<file path="config.mk">
export PLATFORM = sky130hd
export DESIGN_NAME = json_key_string_extractor_unit
export DESIGN_NICKNAME = d
export VERILOG_FILES = /design/src/hdl/jkse_pkg.sv /design/src/hdl/jkse_front.sv /design/src/hdl/jkse_queue.sv /design/src/hdl/jkse_back.sv /design/src/hdl/json_key_string_extractor_unit.sv
export VERILOG_INCLUDE_DIRS = /design/src /design/src/hdl
export SDC_FILE = /design/constraint.sdc
export NUM_CORES = 1
export LEC_CHECK = 0
export BUFFER_PORTS_ARGS = -buffer_cell sky130_fd_sc_hd__clkbuf_2
export CORE_MARGIN = 8
export CORE_UTILIZATION = 60
export CTS_CLUSTER_DIAMETER = 40
export CTS_CLUSTER_SIZE = 28
export DETAILED_ROUTE_END_ITERATION = 8
export HOLD_SLACK_MARGIN = 0.06
export PLACE_DENSITY = 0.79
export SYNTH_ARGS = -nofsm -noshare
export SYNTH_HDL_FRONTEND = slang
export SYNTH_SLANG_ARGS = --single-unit
</file>
<file path="constraint.sdc">
create_clock -name clk -period 6.04 [get_ports clk]
set_input_delay 1.208 -clock clk [delete_from_list [all_inputs] [get_ports clk]]
set_output_delay 1.208 -clock clk [all_outputs]
set_load 0.02 [all_outputs]
</file>
<file path="src/hdl/json_key_string_extractor_unit_defines.svh">
// Assertion macros for the JSON key string extractor.
// Used by the top level; expects clk and arst_n in the including scope.
`ifndef JSON_KEY_STRING_EXTRACTOR_UNIT_DEFINES_SVH
`define JSON_KEY_STRING_EXTRACTOR_UNIT_DEFINES_SVH
`ifndef SYNTHESIS
// Same-cycle implication, disabled during reset
`define JKSE_ASSERT_NOW(lbl, ante, cons, msg) \
	lbl: assert property (@(posedge clk) disable iff (!arst_n) (ante) |-> (cons)) \
		else $error(msg);
// Next-cycle implication, disabled during reset
`define JKSE_ASSERT_NEXT(lbl, ante, cons, msg) \
	lbl: assert property (@(posedge clk) disable iff (!arst_n) (ante) |=> (cons)) \
		else $error(msg);
`else
`define JKSE_ASSERT_NOW(lbl, ante, cons, msg)
`define JKSE_ASSERT_NEXT(lbl, ante, cons, msg)
`endif
`endif

</file>
<file path="src/hdl/jkse_pkg.sv">
// Shared types, character codes and helpers for the JSON key string extractor.
// No dependencies; imported by every module of the block.
`default_nettype none
package jkse_pkg;

	localparam int KEY_MAX = 32;
	localparam int OUT_MAX = 256;

	// Character codes
	localparam logic [7:0] CH_QUOTE  = 8'h22;
	localparam logic [7:0] CH_COLON  = 8'h3A;
	localparam logic [7:0] CH_BSLASH = 8'h5C;
	localparam logic [7:0] CH_N      = 8'h6E;
	localparam logic [7:0] CH_T      = 8'h74;
	localparam logic [7:0] CH_TAB    = 8'h09;
	localparam logic [7:0] CH_LF     = 8'h0A;
	localparam logic [7:0] CH_CR     = 8'h0D;
	localparam logic [7:0] CH_SP     = 8'h20;

	// Configuration register indexes
	localparam logic [2:0] REG_KEY_LEN = 3'd0;
	localparam logic [2:0] REG_KEY_B0  = 3'd1;
	localparam logic [2:0] REG_KEY_B1  = 3'd2;
	localparam logic [2:0] REG_KEY_B2  = 3'd3;
	localparam logic [2:0] REG_KEY_B3  = 3'd4;
	localparam logic [2:0] REG_MAX_LEN = 3'd5;

	typedef enum logic [2:0] {
		PH_SCAN,
		PH_KEY,
		PH_AFTER_KEY,
		PH_AFTER_COLON,
		PH_VALUE,
		PH_ESCAPE
	} phase_t;

	// One classified document byte
	typedef struct packed {
		logic [7:0] data;
		logic       ending;
		logic       zero;
		logic       quote;
		logic       colon;
		logic       ws;
		logic       bslash;
	} item_t;

	// Character limit: max_len clamped to 1..OUT_MAX, minus one, capped at 255
	function automatic logic [7:0] char_limit(input logic [8:0] max_len);
		logic [16:0] cap;
		cap = {8'd0, max_len};
		if (cap == 17'd0) cap = 17'd1;
		if (cap > 17'(OUT_MAX)) cap = 17'(OUT_MAX);
		cap = cap - 17'd1;
		if (cap > 17'd255) cap = 17'd255;
		return cap[7:0];
	endfunction

endpackage
`default_nettype wire

</file>
<file path="src/hdl/jkse_front.sv">
// Front end: accepts document bytes and classifies them into a register stage.
// Depends on jkse_pkg.
`default_nettype none
module jkse_front (
	input  wire logic          clk,
	input  wire logic          arst_n,
	input  wire logic          in_valid,
	output logic               in_ready,
	input  wire logic [7:0]    in_data,
	input  wire logic          in_last,
	output logic               push,
	output jkse_pkg::item_t    push_item,
	input  wire logic          q_ready
);
	import jkse_pkg::*;

	logic  vld_s1;
	item_t item_s1;
	item_t cls;

	// Classify the incoming byte
	always_comb begin
		cls.data   = in_data;
		cls.zero   = (in_data == 8'd0);
		cls.ending = (in_data == 8'd0) || in_last;
		cls.quote  = (in_data == CH_QUOTE);
		cls.colon  = (in_data == CH_COLON);
		cls.bslash = (in_data == CH_BSLASH);
		cls.ws     = in_data inside {CH_SP, CH_TAB, CH_LF, CH_CR};
	end

	assign in_ready  = !vld_s1 || q_ready;
	assign push      = vld_s1 && q_ready;
	assign push_item = item_s1;

	// Advance the stage whenever it is empty or drains into the queue
	always_ff @(posedge clk or negedge arst_n) begin
		if (!arst_n) begin
			vld_s1 <= 1'b0;
		end else if (in_ready) begin
			vld_s1 <= in_valid;
		end
	end

	always_ff @(posedge clk) begin
		if (in_ready && in_valid) begin
			item_s1 <= cls;
		end
	end

endmodule
`default_nettype wire

</file>
<file path="src/hdl/jkse_queue.sv">
// Short FIFO of classified bytes between the front end and the back end.
// Depends on jkse_pkg.
`default_nettype none
module jkse_queue #(
	parameter int DEPTH = 4
) (
	input  wire logic          clk,
	input  wire logic          arst_n,
	input  wire logic          push,
	input  wire jkse_pkg::item_t push_item,
	output logic               ready,
	input  wire logic          pop,
	output logic               valid,
	output jkse_pkg::item_t    head
);
	import jkse_pkg::*;

	localparam int PTR_W = (DEPTH > 1) ? $clog2(DEPTH) : 1;
	localparam int CNT_W = $clog2(DEPTH + 1);

	item_t              mem [DEPTH];
	logic [PTR_W-1:0]   wr_ptr_q;
	logic [PTR_W-1:0]   rd_ptr_q;
	logic [CNT_W-1:0]   count_q;

	assign ready = (count_q != CNT_W'(DEPTH));
	assign valid = (count_q != '0);
	assign head  = mem[rd_ptr_q];

	// Store pushed entries
	always_ff @(posedge clk) begin
		if (push) begin
			mem[wr_ptr_q] <= push_item;
		end
	end

	// Advance pointers and occupancy
	always_ff @(posedge clk or negedge arst_n) begin
		if (!arst_n) begin
			wr_ptr_q <= '0;
			rd_ptr_q <= '0;
			count_q  <= '0;
		end else begin
			if (push) begin
				wr_ptr_q <= (wr_ptr_q == PTR_W'(DEPTH - 1)) ? '0 : wr_ptr_q + PTR_W'(1);
			end
			if (pop) begin
				rd_ptr_q <= (rd_ptr_q == PTR_W'(DEPTH - 1)) ? '0 : rd_ptr_q + PTR_W'(1);
			end
			if (push && !pop) begin
				count_q <= count_q + CNT_W'(1);
			end else if (pop && !push) begin
				count_q <= count_q - CNT_W'(1);
			end
		end
	end

endmodule
`default_nettype wire

</file>
<file path="src/hdl/jkse_back.sv">
// Back end: key matching and value extraction state machine with result register.
// Depends on jkse_pkg.
`default_nettype none
module jkse_back (
	input  wire logic           clk,
	input  wire logic           arst_n,
	input  wire logic           q_valid,
	input  wire jkse_pkg::item_t item,
	output logic                q_pop,
	input  wire logic [5:0]     key_len,
	input  wire logic [255:0]   key,
	input  wire logic [8:0]     max_len,
	output logic                res_valid,
	input  wire logic           res_ready,
	output logic [7:0]          res_byte,
	output logic                res_out_valid,
	output logic                res_done,
	output logic                res_found,
	output logic [7:0]          res_length
);
	import jkse_pkg::*;

	phase_t     phase_q, phase_d;
	logic [5:0] kidx_q, kidx_d;
	logic       kmis_q, kmis_d;
	logic [7:0] cnt_q, cnt_d;
	logic       fin_q, fin_d;

	logic       emit, done, found, res;
	logic [7:0] ch;
	logic [7:0] cnt_inc;
	logic [7:0] kbyte;
	logic [7:0] limit;
	logic       klen_ok;

	assign q_pop   = q_valid && (!res_valid || res_ready);
	assign kbyte   = key[{kidx_q[4:0], 3'b000} +: 8];
	assign limit   = char_limit(max_len);
	assign klen_ok = (key_len != 6'd0) && (key_len <= 6'(KEY_MAX));
	assign cnt_inc = cnt_q + 8'd1;

	// State register
	always_ff @(posedge clk or negedge arst_n) begin
		if (!arst_n) begin
			phase_q <= PH_SCAN;
			kidx_q  <= '0;
			kmis_q  <= 1'b0;
			cnt_q   <= '0;
			fin_q   <= 1'b0;
		end else begin
			phase_q <= phase_d;
			kidx_q  <= kidx_d;
			kmis_q  <= kmis_d;
			cnt_q   <= cnt_d;
			fin_q   <= fin_d;
		end
	end

	// Next state and result for the byte at the queue head
	always_comb begin
		phase_d = phase_q;
		kidx_d  = kidx_q;
		kmis_d  = kmis_q;
		cnt_d   = cnt_q;
		fin_d   = fin_q;
		emit    = 1'b0;
		done    = 1'b0;
		ch      = 8'd0;
		found   = 1'b0;
		res     = 1'b0;
		if (q_pop) begin
			if (fin_q) begin
				// Ignore bytes until the document ends
				if (item.ending) begin
					phase_d = PH_SCAN;
					kidx_d  = '0;
					kmis_d  = 1'b0;
					cnt_d   = '0;
					fin_d   = 1'b0;
				end
			end else begin
				if (!item.zero) begin
					case (phase_q)
						PH_SCAN: begin
							if (item.quote) begin
								phase_d = PH_KEY;
								kidx_d  = '0;
								kmis_d  = 1'b0;
							end
						end
						PH_KEY: begin
							if (item.quote) begin
								phase_d = (klen_ok && !kmis_q && kidx_q == key_len) ?
									PH_AFTER_KEY : PH_SCAN;
							end else if (klen_ok && kidx_q < key_len) begin
								if (item.data != kbyte) kmis_d = 1'b1;
								kidx_d = kidx_q + 6'd1;
							end else begin
								kmis_d = 1'b1;
							end
						end
						PH_AFTER_KEY: begin
							if (item.colon) begin
								phase_d = PH_AFTER_COLON;
							end else if (!item.ws) begin
								phase_d = PH_SCAN;
							end
						end
						PH_AFTER_COLON: begin
							if (item.quote) begin
								phase_d = PH_VALUE;
								if (limit == 8'd0) done = 1'b1;
							end else if (!item.ws) begin
								done = 1'b1;
							end
						end
						PH_VALUE: begin
							if (item.quote) begin
								done = 1'b1;
							end else if (item.bslash) begin
								phase_d = PH_ESCAPE;
							end else begin
								emit = 1'b1;
								ch   = item.data;
							end
						end
						PH_ESCAPE: begin
							phase_d = PH_VALUE;
							emit    = 1'b1;
							if (item.data == CH_N) begin
								ch = CH_LF;
							end else if (item.data == CH_T) begin
								ch = CH_TAB;
							end else begin
								ch = item.data;
							end
						end
						default: begin
							phase_d = PH_SCAN;
						end
					endcase
					if (emit) begin
						cnt_d = cnt_inc;
						if (cnt_inc >= limit) done = 1'b1;
					end
				end
				if (item.ending) done = 1'b1;
				found = (phase_d == PH_VALUE) || (phase_d == PH_ESCAPE);
				res   = emit || done;
				if (item.ending) begin
					phase_d = PH_SCAN;
					kidx_d  = '0;
					kmis_d  = 1'b0;
					cnt_d   = '0;
					fin_d   = 1'b0;
				end else begin
					fin_d = done;
				end
			end
		end
	end

	// Result register: drop on take, load on a new result
	always_ff @(posedge clk or negedge arst_n) begin
		if (!arst_n) begin
			res_valid <= 1'b0;
		end else if (res) begin
			res_valid <= 1'b1;
		end else if (res_ready) begin
			res_valid <= 1'b0;
		end
	end

	always_ff @(posedge clk) begin
		if (res) begin
			res_byte      <= ch;
			res_out_valid <= emit;
			res_done      <= done;
			res_found     <= found;
			res_length    <= emit ? cnt_inc : cnt_q;
		end
	end

endmodule
`default_nettype wire

</file>
<file path="src/hdl/json_key_string_extractor_unit.sv">
// Top level of the JSON key string extractor: configuration registers and wiring.
// Depends on jkse_pkg, jkse_front, jkse_queue, jkse_back and the defines header.
//
// Scans a JSON document arriving one byte per transaction on the slave stream and
// returns the string value of the first key that matches the configured key and is
// followed by a colon. The block sustains one byte per clock while the result side
// does not stall: each byte is registered in the classifier stage, then held in a
// QUEUE_DEPTH-entry queue (longer while the result side stalls), and is retired by the
// matching state machine, which updates its state once per byte and so sets the rate.
// Each emitted character and the single ending result of each document come out as
// one master transaction; tlast marks that ending result.
// Configuration may only be written while the block is idle.
`default_nettype none
`include "json_key_string_extractor_unit_defines.svh"
module json_key_string_extractor_unit #(
	parameter int QUEUE_DEPTH = 4
) (
	input  wire logic        clk,
	input  wire logic        arst_n,
	// Document bytes
	input  wire logic        s_axis_tvalid,
	output logic             s_axis_tready,
	input  wire logic [7:0]  s_axis_tdata,   // [7:0] in_byte
	input  wire logic        s_axis_tlast,   // end_of_doc
	// Results
	output logic             m_axis_tvalid,
	input  wire logic        m_axis_tready,
	output logic [15:0]      m_axis_tdata,   // [7:0] out_byte, [15:8] length
	output logic [1:0]       m_axis_tuser,   // [0] out_valid, [1] value_found
	output logic             m_axis_tlast,   // done_res
	// Configuration
	input  wire logic        cfg_we,
	input  wire logic [2:0]  cfg_index,
	input  wire logic [63:0] cfg_wdata
);
	import jkse_pkg::*;

	logic [5:0]   key_len_q;
	logic [255:0] key_q;
	logic [8:0]   max_len_q;

	logic         push;
	item_t        push_item;
	logic         q_ready;
	logic         q_valid;
	logic         q_pop;
	item_t        head;

	logic [7:0]   res_byte;
	logic [7:0]   res_length;
	logic         res_out_valid;
	logic         res_found;

	// Configuration registers
	always_ff @(posedge clk or negedge arst_n) begin
		if (!arst_n) begin
			key_len_q <= 6'd1;
			key_q     <= '0;
			max_len_q <= 9'd256;
		end else if (cfg_we) begin
			case (cfg_index)
				REG_KEY_LEN: key_len_q        <= cfg_wdata[5:0];
				REG_KEY_B0:  key_q[63:0]      <= cfg_wdata;
				REG_KEY_B1:  key_q[127:64]    <= cfg_wdata;
				REG_KEY_B2:  key_q[191:128]   <= cfg_wdata;
				REG_KEY_B3:  key_q[255:192]   <= cfg_wdata;
				REG_MAX_LEN: max_len_q        <= cfg_wdata[8:0];
				default: begin
				end
			endcase
		end
	end

	jkse_front u_front (
		.clk       (clk),
		.arst_n    (arst_n),
		.in_valid  (s_axis_tvalid),
		.in_ready  (s_axis_tready),
		.in_data   (s_axis_tdata),
		.in_last   (s_axis_tlast),
		.push      (push),
		.push_item (push_item),
		.q_ready   (q_ready)
	);

	jkse_queue #(
		.DEPTH (QUEUE_DEPTH)
	) u_queue (
		.clk       (clk),
		.arst_n    (arst_n),
		.push      (push),
		.push_item (push_item),
		.ready     (q_ready),
		.pop       (q_pop),
		.valid     (q_valid),
		.head      (head)
	);

	jkse_back u_back (
		.clk           (clk),
		.arst_n        (arst_n),
		.q_valid       (q_valid),
		.item          (head),
		.q_pop         (q_pop),
		.key_len       (key_len_q),
		.key           (key_q),
		.max_len       (max_len_q),
		.res_valid     (m_axis_tvalid),
		.res_ready     (m_axis_tready),
		.res_byte      (res_byte),
		.res_out_valid (res_out_valid),
		.res_done      (m_axis_tlast),
		.res_found     (res_found),
		.res_length    (res_length)
	);

	// Pack result fields
	assign m_axis_tdata = {res_length, res_byte};
	assign m_axis_tuser = {res_found, res_out_valid};

	// An emitted character always belongs to a found value
	`JKSE_ASSERT_NOW(a_char_has_value, m_axis_tvalid && m_axis_tuser[0], m_axis_tuser[1], "character without value")
	// A result without a value is an empty ending result
	`JKSE_ASSERT_NOW(a_no_value_empty, m_axis_tvalid && !m_axis_tuser[1], m_axis_tlast && !m_axis_tuser[0] && m_axis_tdata[15:8] == 8'd0, "bad result without value")
	// Hold the queue while the result register is stalled
	`JKSE_ASSERT_NOW(a_no_pop_stalled, m_axis_tvalid && !m_axis_tready, !q_pop, "queue popped while result stalled")
	// A stalled result register stays loaded in the next cycle
	`JKSE_ASSERT_NEXT(a_result_kept, m_axis_tvalid && !m_axis_tready, m_axis_tvalid, "stalled result lost")

endmodule
`default_nettype wire

</file>
* After elaboration in Yosys (flattened, before gate mapping) *
Memories as Yosys holds them, arrays and structs flattened.
Cells that the tools add are included.

word-level totals
  logic and storage cells = 199
  output and inout port bits = 21
  RAM bits = 56
  bits in read-only memories = 0
  register bits = 332
  memories = 1
  bits in latches = 0

operators by class
  order comparisons = 5
  multipliers = 0
  shift operators = 1
  $add $sub $neg = 7
  bitwise logic cells = 1
  multiplexer cells = 81
  reduce and logical (&&, ||, !) cells = 43
  equal/unequal tests = 32
  divide/modulo/power cells = 0

memories
  memory       depth  width  rd ports  clocked after Yosys merged registers in  write ports  RTL line          source
  u_queue.mem  4      14     1         0                                        1            jkse_queue.sv:21  item_t mem [DEPTH];

operator list
  operator                                                         number
  indexed part select 256 x 9 -> 8 bit                             1
  2-to-1 mux 8 bit                                                 11
  2-to-1 mux 3 bit                                                 15
  2-to-1 mux 6 bit                                                 7
  2-to-1 mux 1 bit                                                 37
  == test 8 x 4 -> 1 bit (second input constant)                   3
  == test 8 x 6 -> 1 bit (second input constant)                   3
  == test 8 x 7 -> 1 bit (second input constant)                   3
  == test 3 bit (second input constant)                            6
  case mux 3 bit (6 select lines)                                  1
  greater-than comparator 17 x 8 -> 1 bit (second input constant)  1
  2-to-1 mux 17 bit                                                1
  subtractor 17 x 1 -> 17 bit (second input constant)              1
  zero test 8 bit                                                  2
  case mux 8 bit (2 select lines)                                  1
  AND reduction 2 bit                                              7
  AND reduction 7 bit                                              2
  == test 3 x 2 -> 1 bit (second input constant)                   4
  case mux 6 bit (2 select lines)                                  1
  greater-than comparator 9 bit (second input constant)            1
  logical AND 1 bit                                                9
  zero test 9 bit                                                  1
  2-to-1 mux 9 bit                                                 1
  != test 3 bit (second input constant)                            3
  28 further kinds                                                 48

* Longest topological paths before layout *
Gate-level depths: netlist (run 1).

  depth in word-level cells = 21
  depth in mapped cells = 17

* Modules after synthesis *
A second synthesis (run 1) with hierarchy kept.

unflattened totals
  cell total of the unflattened synthesis = 1214
  area total of the unflattened synthesis = 18215.0 µm²

by module, submodules not included
  module                          area an instance (µm²)  cells an instance  instances  sequential area each (µm²)
  json_key_string_extractor_unit  10192.3                 578                1          6784.0
  jkse_back                       4967.3                  490                1          1071.0
  jkse_queue                      2468.6                  111                1          1856.8
  jkse_front                      586.8                   35                 1          445.4

* Least setup slack after synthesis (run 1) *
OpenSTA, ideal clock, no wires.

  path type = reg2reg
  from = register max_len_q[3]
  to = register u_back.res_byte[0], enable pin
  slack = 1.445 ns
  period minus slack after synthesis = 4.595 ns
  library setup time = 0.387 ns
  required time = 5.653 ns
  cell stages (with the launch flop) = 18
  arrival = 4.208 ns
  cells stage by stage = dfrtp_1 -> or4_1 -> nor4_1 -> o21ai_0 -> ha_1 -> nor2b_1 -> ha_1 -> nand2b_1 -> a41o_1 -> or2_2 -> ha_1 -> nand2b_1 -> a21oi_1 -> nor2b_1 -> o31ai_1 -> a211oi_1 -> o31ai_1 -> nand2_1

on the way
  cells in the longest elaborated chain, start to end = 20
  elaborated cells on any way between the ends = 21
  classes of those cells = add/sub (1); order compare (3); mux (14); reduce/logical (3)

ends and longest elaborated chain
  item                                     RTL line                              source
  from (decl)                              json_key_string_extractor_unit.sv:40  logic [8:0] max_len_q;
  from (signal assigned)                   json_key_string_extractor_unit.sv:67  REG_MAX_LEN: max_len_q <= cfg_wdata[8:0];
  zero test 9 bit                          jkse_pkg.sv:52                        if (cap == 17'd0) cap = 17'd1;
  2-to-1 mux 9 bit (*)                     jkse_pkg.sv:52
  greater-than comparator 9 bit            jkse_pkg.sv:53                        if (cap > 17'(OUT_MAX)) cap = 17'(OUT_MAX);
  2-to-1 mux 17 bit (*)                    jkse_pkg.sv:53
  subtractor 17 x 1 -> 17 bit (*)          jkse_pkg.sv:54                        cap = cap - 17'd1;
  greater-than comparator 17 x 8 -> 1 bit  jkse_pkg.sv:55                        if (cap > 17'd255) cap = 17'd255;
  2-to-1 mux 8 bit (*)                     jkse_pkg.sv:55
  zero test 8 bit                          jkse_back.sv:112                      if (limit == 8'd0) done = 1'b1;
  (+5 left out)                            n/a
  2-to-1 mux 1 bit (*)                     jkse_back.sv:82                       if (!item.zero) begin
  2-to-1 mux 1 bit (*)                     jkse_back.sv:147                      if (item.ending) done = 1'b1;
  2-to-1 mux 1 bit (*)                     jkse_back.sv:72                       if (fin_q) begin
  2-to-1 mux 1 bit (*)                     jkse_back.sv:71                       if (q_pop) begin
  logical OR 1 bit (*)                     jkse_back.sv:149                      res = emit || done;
  2-to-1 mux 1 bit (*)                     jkse_back.sv:72
  2-to-1 mux 1 bit (*)                     jkse_back.sv:71
  named net u_back.res                     jkse_back.sv:29                       logic emit, done, found, res;
  to (signal assigned)                     jkse_back.sv:176                      res_byte <= ch;
  to (decl)                                jkse_back.sv:15                       output logic [7:0] res_byte,

The timed path passes the listed nets; every way through them passes the cells marked *. The select of a mux whose other input is x is not followed.
A chain may end at the register's enable or synchronous reset.

* Worst setup path after layout (run 1) *
  from = register max_len_q[3]
  to = register u_back.res_length[2], enable pin

on the way
  cells in the longest elaborated chain, start to end = 20
  elaborated cells on any way between the ends = 21
  classes of those cells = add/sub (1); order compare (3); mux (14); reduce/logical (3)

ends and longest elaborated chain
  item                                     RTL line          source
  zero test 9 bit                          jkse_pkg.sv:52
  2-to-1 mux 9 bit (*)                     jkse_pkg.sv:52
  greater-than comparator 9 bit            jkse_pkg.sv:53
  2-to-1 mux 17 bit (*)                    jkse_pkg.sv:53
  subtractor 17 x 1 -> 17 bit (*)          jkse_pkg.sv:54
  greater-than comparator 17 x 8 -> 1 bit  jkse_pkg.sv:55
  2-to-1 mux 8 bit (*)                     jkse_pkg.sv:55
  zero test 8 bit                          jkse_back.sv:112
  (+5 left out)                            n/a
  2-to-1 mux 1 bit (*)                     jkse_back.sv:82
  2-to-1 mux 1 bit (*)                     jkse_back.sv:147
  2-to-1 mux 1 bit (*)                     jkse_back.sv:72
  2-to-1 mux 1 bit (*)                     jkse_back.sv:71
  logical OR 1 bit (*)                     jkse_back.sv:149
  2-to-1 mux 1 bit (*)                     jkse_back.sv:72
  2-to-1 mux 1 bit (*)                     jkse_back.sv:71
  named net u_back.res                     jkse_back.sv:29
  to (signal assigned)                     jkse_back.sv:180  res_length <= emit ? cnt_inc : cnt_q;
  to (decl)                                jkse_back.sv:19   output logic [7:0] res_length

Marks and branches as above.

==> results.md, run 1 <==
- Status: finished clean
- Reg2Reg Depth: 17
- Pwr Total: 8.650 mW
- Via-to-Cell Ratio: 6.262
- EDFF count, synth: 89
- Cts hold-fix bufs: 0
- Ratio of final minimum period to clock period: 0.8759
- Seq pwr share: 0.433
- Largest net degree at the start of global routing: approximately 120
- Antenna-violating nets left: 0
- NumNets Final: 1,429
- DR WL met2: 19.29 mm
- Combinational share of power: 0.244
- Routed wire per std cell: 23.27 um
- Hold Slack: 0.4954 ns
- Register area share after synthesis: 0.5669
- ANT cells: 0
- CP Capture Type: flop
- Sink Count: 388
- Met3 wire length: approximately 2.1 mm
- Worst-margin pin slew: 1.128 ns
- Synth top area share: 0.4148
- Max cap viols: 0
- Post-synth top flop: dfrtp_1
- CTS tree: yes
- Required time of the critical path: 6.12 ns
- Non-filler instance count after layout: 1,748
- WL final: 40.67 mm
- Vias in the first global route: approximately 11,000
- Longest Clk Path Bufs: 3
- WHS Path Cells: 0
- #FFs+latches synth: 388
- Hold Path Class: reg2reg
- Post-synthesis cell type count: 74
- Die Y: 188.8 um
- Design Area, Final: 0.02031 mm2
- Setup WS post-layout: 0.7495 ns
- Port bufs: 101
- Crit path DAT: 5.37 ns
- Post-layout util: 0.6872
- Core area: 0.02956 mm2
- Clock power share: 0.323
- Cells after DPL: 1,665
- Synth area leader: dfrtp_1
- Internal Power: 5.985 mW
- Crit-path max FO: 19
- I/O pins: just over 100
- Syn Area/Cell: 14.58 um2
- Clock Root Buffer: clkbuf_16
- Worst-path clk slew: roughly 0.070 ns
- Dpl hpwl: 26.65 mm
- Initial drt markers: 1,022
- Rows: 63
- Resized Gates After CTS: 0
- Slew Limit Fails: 0
- Multi-input logic area: 0.007392 mm2
- Area contributors post-synth: dfrtp_1 (41%), mux2_2 (17%), edfxtp_1 (15%)
- Via Count: 10,946
- F_max: around 190 MHz
- Clk Latency, worst-skew pair: 0.55 ns
- Worst VDD drop: 0.2902 mV
- Die Wd: 188.8 um
- Drt drc: 0
- Cell area after synthesis: 0.01792 mm2
- Switching Power: 2.665 mW
- Syn Nets: 1,336
- Startpoint Class: flop
- GPL Wtd Cong: 0.8729
- Area of the die: 0.03565 mm2
- Initial antenna violation count: 0
- Final Hold Vio Count: 0
- Drt pass-1 iters: 5
- PD cells: 425.8 mW/mm2
- Register area: 0.01016 mm2
- Setup-failing EPs final: 0
- YS warnings: 0
- CTS H-Tree Depth: 2
- RSZ-0062 raised after global routing: no
- DP Area: 0.01874 mm2
- Crit path kind: reg2reg
- Setup_tns: 0 ns
- First-pass GRT wire length: 65.71 mm
- Total CTS buffers: 45
- Top Metal Used: met4
- Fill cell count: slightly above 2,000
- Total Routing Usage GR: 0.2311
- Most common cell in the synthesized netlist: dfrtp_1
- Initial core utilization: 0.6061
- Share of layout cells above drive strength 1: 0.4035
- Sw Ratio: 0.3081
- Tmin final: roughly 5.3 ns
- LEAKAGE: 8.300 nW
- Cell count after synthesis: 1,229
- Area delta synth->final: 13.37%
- Slew headroom: 0.2463
- Wl on met1: approximately 18 mm
- Post-synth ARST share: 0.7706
- List of most frequent post-synthesis cells: dfrtp_1 (297), mux2_2 (272), edfxtp_1 (89)
- Setup Slack @ Placement: around 0.85 ns
- GRT overflow: 0
- Clk_skew: approximately 0.022 ns
- # Post-CTS Setup Buffers: 0
## per-layer routing
metal  vias up  track usage
met3        55      0.03327
met2       301       0.3600
met1      5765       0.3405
met5         -            0
met4         0      0.05562
li1       4825            -
## final cells by class
cell class	instances	share of cell area
sequential	388	0.5003
multi-input combinational	754	0.3639
clock buffer	51	0.05858
timing repair buffer	113	0.03043
tap	390	0.02402
clock inverter	32	0.01909
inverter	20	0.003696
## registers in the layout, summed over array words and instances (netlist names)
signal                cells
key_q                   256
u_queue.mem              56
u_front.push_item        14
max_len_q                 9
u_back.cnt_q              8
u_back.res_byte           8
u_back.res_length         8
key_len_q                 6
u_back.kidx_q             6
u_back.phase_q            3
u_queue.count_q           3
u_queue.rd_ptr_q          2
u_queue.wr_ptr_q          2
u_back.fin_q              1
u_back.kmis_q             1
u_back.res_done           1
u_back.res_found          1
u_back.res_out_valid      1
u_back.res_valid          1
u_front.vld_s1            1
## power by group through the flow
stage	combinational, mW	clock (mW)	sequential (mW)
global route	2.27	2.94	3.83
global placement	2.01	0	3.75
finish	2.11	2.79	3.75
detailed placement	2.08	0	3.79
CTS	2.11	2.83	3.75
floorplan	1.56	0	3.65
## worst max-delay path: stages, from the launching register on
cell and delay, ns:
dfrtp_1 0.43, or4_1 0.61, nor4_1 0.20, o21ai_0 0.24, ha_1 0.35, nor2b_1 0.16, ha_1 0.27, nand2b_1 0.05
a41o_1 0.28, or2_2 0.32, ha_1 0.29, nand2b_1 0.14, a21oi_1 0.15, nor2b_1 0.07, o31ai_1 0.20, a211oi_1 0.13
o31ai_1 0.36, nand2_1 0.59
## path summary, 6_finish.rpt
path | slack, ns | start | to
min in group asynchronous | 0.70 | arst_n | u_queue.wr_ptr_q[1]
worst min-delay path | 0.50 | u_front.push_item[10] | u_queue.mem[3][10]
worst min register to register | 0.50 | u_front.push_item[10] | u_queue.mem[3][10]
worst max register to register | 0.75 | max_len_q[3] | u_back.res_length[2]
max in group asynchronous | 3.90 | arst_n | key_q[248]
worst max-delay path | 0.75 | max_len_q[3] | u_back.res_length[2]
## layout by cell type, fill, tap and decap left out, types with 6 or more instances in the layout
cell type | synthesis | final
xor2_1 | 11 | 11
nand4_1 | 6 | 6
nor4_1 | 11 | 11
nand2_1 | 49 | 49
dfrtp_1 | 297 | 295
inv_1 | 18 | 18
o31ai_1 | 9 | 9
a22oi_1 | 6 | 6
nor2b_1 | 16 | 16
clkinv_2 | 0 | 8
buf_4 | 8 | 11
nand3_1 | 18 | 17
and2_1 | 13 | 13
or3_1 | 7 | 7
mux4_2 | 59 | 59
clkbuf_16 | 0 | 46
and3_1 | 7 | 7
nand2b_1 | 7 | 7
mux2_2 | 272 | 272
nor3_1 | 15 | 14
mux2i_1 | 37 | 37
xnor2_1 | 10 | 10
a32o_1 | 6 | 6
ha_1 | 25 | 25
a22o_1 | 7 | 7
clkinv_8 | 0 | 7
o221ai_1 | 6 | 6
clkbuf_2 | 0 | 100
nor2_1 | 41 | 40
o21ai_0 | 25 | 25
edfxtp_1 | 89 | 89
a21oi_1 | 18 | 18
## logic make-up (layout without fill, tap and decap cells)
kind of cell,count (synthesis),in the layout,share of synthesized area
AOI/OAI and AO/OA,117,117,0.04637
xor gates and xnor gates,22,22,0.01117
and+or+nand+nor,217,217,0.06334
muxes,372,372,0.2716
DFF,388,388,0.5669
buffers and inverters,87,216,0.02200
adders and majority gates,26,26,0.01858
No activity file was read; power rests on OpenSTA's default activity.
==> run 2: changes to the inputs <==
--- a/config.mk
+++ b/config.mk
@@ -8,12 +8,12 @@
 export LEC_CHECK = 0
 export BUFFER_PORTS_ARGS = -buffer_cell sky130_fd_sc_hd__clkbuf_2
 export CORE_MARGIN = 8
-export CORE_UTILIZATION = 60
+export CORE_UTILIZATION = 55
 export CTS_CLUSTER_DIAMETER = 40
 export CTS_CLUSTER_SIZE = 28
 export DETAILED_ROUTE_END_ITERATION = 8
 export HOLD_SLACK_MARGIN = 0.06
-export PLACE_DENSITY = 0.79
+export PLACE_DENSITY = 0.76
 export SYNTH_ARGS = -nofsm -noshare
 export SYNTH_HDL_FRONTEND = slang
 export SYNTH_SLANG_ARGS = --single-unit
==> constraint.sdc (replaced) <==
create_clock -name clk -period 4.2 [get_ports clk]
set_input_delay 0.84 -clock clk [delete_from_list [all_inputs] [get_ports clk]]
set_output_delay 0.84 -clock clk [all_outputs]
set_load 0.02 [all_outputs]
==> results.md, run 2 (synthesis results as in run 1) <==
- Startpoint Class: flop
- Clk_skew: 0.01401 ns (-0.007798 ns)
- Via-to-Cell Ratio: 6.005 (-4.1%)
- Pwr Total: 12.65 mW (+46%)
- Longest Clk Path Bufs: 3 (unchanged)
- Worst-margin pin slew: 1.201 ns (+0.07271 ns)
- Via Count: 10,965 (+0.17%)
- Antenna-violating nets left: 0 (unchanged)
- Clock Root Buffer: clkbuf_16
- Initial core utilization: 0.5549 (-0.05123)
- Initial antenna violation count: 1 (+1)
- Tmin final: 4.216 ns (-1.075 ns)
- Die Y: 196.5 um (+4.1%)
- Hold Slack: 0.2717 ns (-0.2237 ns)
- WL final: 40.77 mm (+0.24%)
- Rows: 66 (+4.8%)
- Slew Limit Fails: 0 (unchanged)
- PD cells: 609.9 mW/mm2 (+43%)
- Total Routing Usage GR: 0.2128 (-0.01831)
- Initial drt markers: 927 (-9.3%)
- Slew headroom: 0.1911 (-0.05515)
- Worst-path clk slew: 0.07 ns (about the same)
- I/O pins: 102 (unchanged)
- Hold Path Class: in2async
- Max reg flops: 256 (unchanged)
- Sink Count: 388 (unchanged)
- First-pass GRT wire length: 65.07 mm (-0.98%)
- Crit path DAT: 4.49 ns (-0.88 ns)
- Commonest cells after routing, fill and taps aside: dfrtp_1 (295), mux2_2 (272), clkbuf_2 (100)
- Vias in the first global route: 11,397 (-0.88%)
- Worst VDD drop: 0.3720 mV (+28%)
- Setup Slack @ Placement: -0.1363 ns (-0.9824 ns)
- Failing checks: setup timing
- RSZ-0062 raised after global routing: yes
- Crit-path max FO: 5 (-14)
- Area delta synth->final: 15.74%
- Ratio of final minimum period to clock period: 1.004 (+0.1279)
- CTS H-Tree Depth: 2 (unchanged)
- CTS tree: yes
- Final Hold Vio Count: 0 (unchanged)
- Drt drc: 0 (unchanged)
- Crit path kind: reg2reg
- GRT overflow: 0 (unchanged)
- NumNets Final: 1,455 (+1.8%)
- Setup WS post-layout: -0.01582 ns (-0.7654 ns)
- Dpl hpwl: 27.64 mm (+3.7%)
- Routed wire per std cell: 22.33 um (-4.0%)
- Area of the die: 0.03861 mm2 (+8.3%)
- Fill cell count: 2,337 (+14%)
- LEAKAGE: 8.453 nW (+1.8%)
- Clk Latency, worst-skew pair: 0.55 ns (about the same)
- Most common cell after layout, fill and taps aside: dfrtp_1
- Core area: 0.03229 mm2 (+9.2%)
- Largest net degree at the start of global routing: 97 (-21%)
- Top reg by flops: key_q
- Required time of the critical path: 4.47 ns (-1.65 ns)
- Die Wd: 196.5 um (+4.1%)
- F_max: 237.2 MHz (+25%)
- Post-layout util: 0.6423 (-0.04494)
- CP Capture Type: flop
- Share of layout cells above drive strength 1: 0.4288 (+0.02524)
- Max cap viols: 0 (unchanged)
- Setup-failing EPs final: 20 (+20)
- Drt pass-1 iters: 5 (unchanged)
- Setup_tns: -0.2047 ns (-0.2047 ns)
- Total CTS buffers: 43 (-4.4%)
- GPL Wtd Cong: 0.8932 (+2.3%)
- Port bufs: 101 (unchanged)
- Status: complete, but fails checks
-- run 2: cell types whose count changed in the layout (fill, tap and decap cells not counted), moves of 3 or more --
cell,before,now
ha_1,25,21
inv_8,1,6
buf_6,0,4
ha_4,0,3
buf_4,11,30
inv_6,5,10
nand2_4,0,3
clkbuf_1,3,0
clkinv_2,8,2
-- run 2: timing repair --
action                     in CTS  in global routing
hold buffers                    0                  0
setup endpoints to repair      19                 21
setup buffers                   3                  2
gates cloned                    2                  1
pin swaps                       2                 13
gates resized for setup         3                 17
-- run 2: layout make-up --
class,instances,area [um2],share of cell area
multi-input cells,757,7562,0.3647
well taps,442,553.0,0.02667
clock buffers,46,1140,0.05497
inverters,20,75.07,0.003620
repair buffers,138,845.8,0.04079
clock inverters,34,396.6,0.01913
diodes,1,2.502,0.0001207
flip-flops and latches,388,10160,0.4900
-- run 2: worst paths after layout --
kind | start | to | slack (ns) | depth (start not counted)
setup / recovery | max_len_q[2] | u_back.res_byte[4] | -0.02 | 18
hold / removal | arst_n | u_queue.wr_ptr_q[1] | 0.27 | 1
setup reg to reg | max_len_q[2] | u_back.res_byte[4] | -0.02 | 18
hold reg to reg | u_front.push_item[9] | u_queue.mem[0][9] | 0.50 | 0
max in group asynchronous | arst_n | key_q[146] | 2.84 | 2
min in group clk | u_front.push_item[9] | u_queue.mem[0][9] | 0.50 | 0
-- run 2: power breakdown --
part           internal [mW]  total [mW]  switching, mW
sequential              4.79        5.32          0.528
combinational           1.66        3.39           1.73
clock                   2.21        3.94           1.72
-- run 2: layer usage --
| metal | up-vias | part of all wire | global-route usage |
|---|---|---|---|
| li1 | 4909 | - | - |
| met1 | 5699 | 0.46 | 0.3055 |
| met2 | 295 | 0.47 | 0.3360 |
| met3 | 62 | 0.053 | 0.03582 |
| met4 | 0 | 0.021 | 0.05362 |
| met5 | - | 0 | 0 |
-- run 2: stage by stage --
step / std cells / instance area [um2]
final: 1826 / 20740
after global routing: 1826 / 20740
after CTS: 1822 / 20610
after detailed placement: 1737 / 19010
after global placement: 1737 / 19010
after floorplan: 1229 / 17960
-- run 2: worst max-delay path, cell delays in order (launching register included) --
cell and delay [ns]:
dfrtp_1 0.37, or4_4 0.56, nor4_4 0.25, o21ai_2 0.10, ha_2 0.21, nor2b_4 0.13
ha_4 0.28, nand2b_4 0.05, a41o_1 0.25, or2_4 0.25, ha_4 0.20, nand2b_4 0.13
a21oi_2 0.11, nor2b_1 0.05, o31ai_1 0.27, a211oi_2 0.15, o31ai_4 0.35, buf_6 0.16
nand2_4 0.08
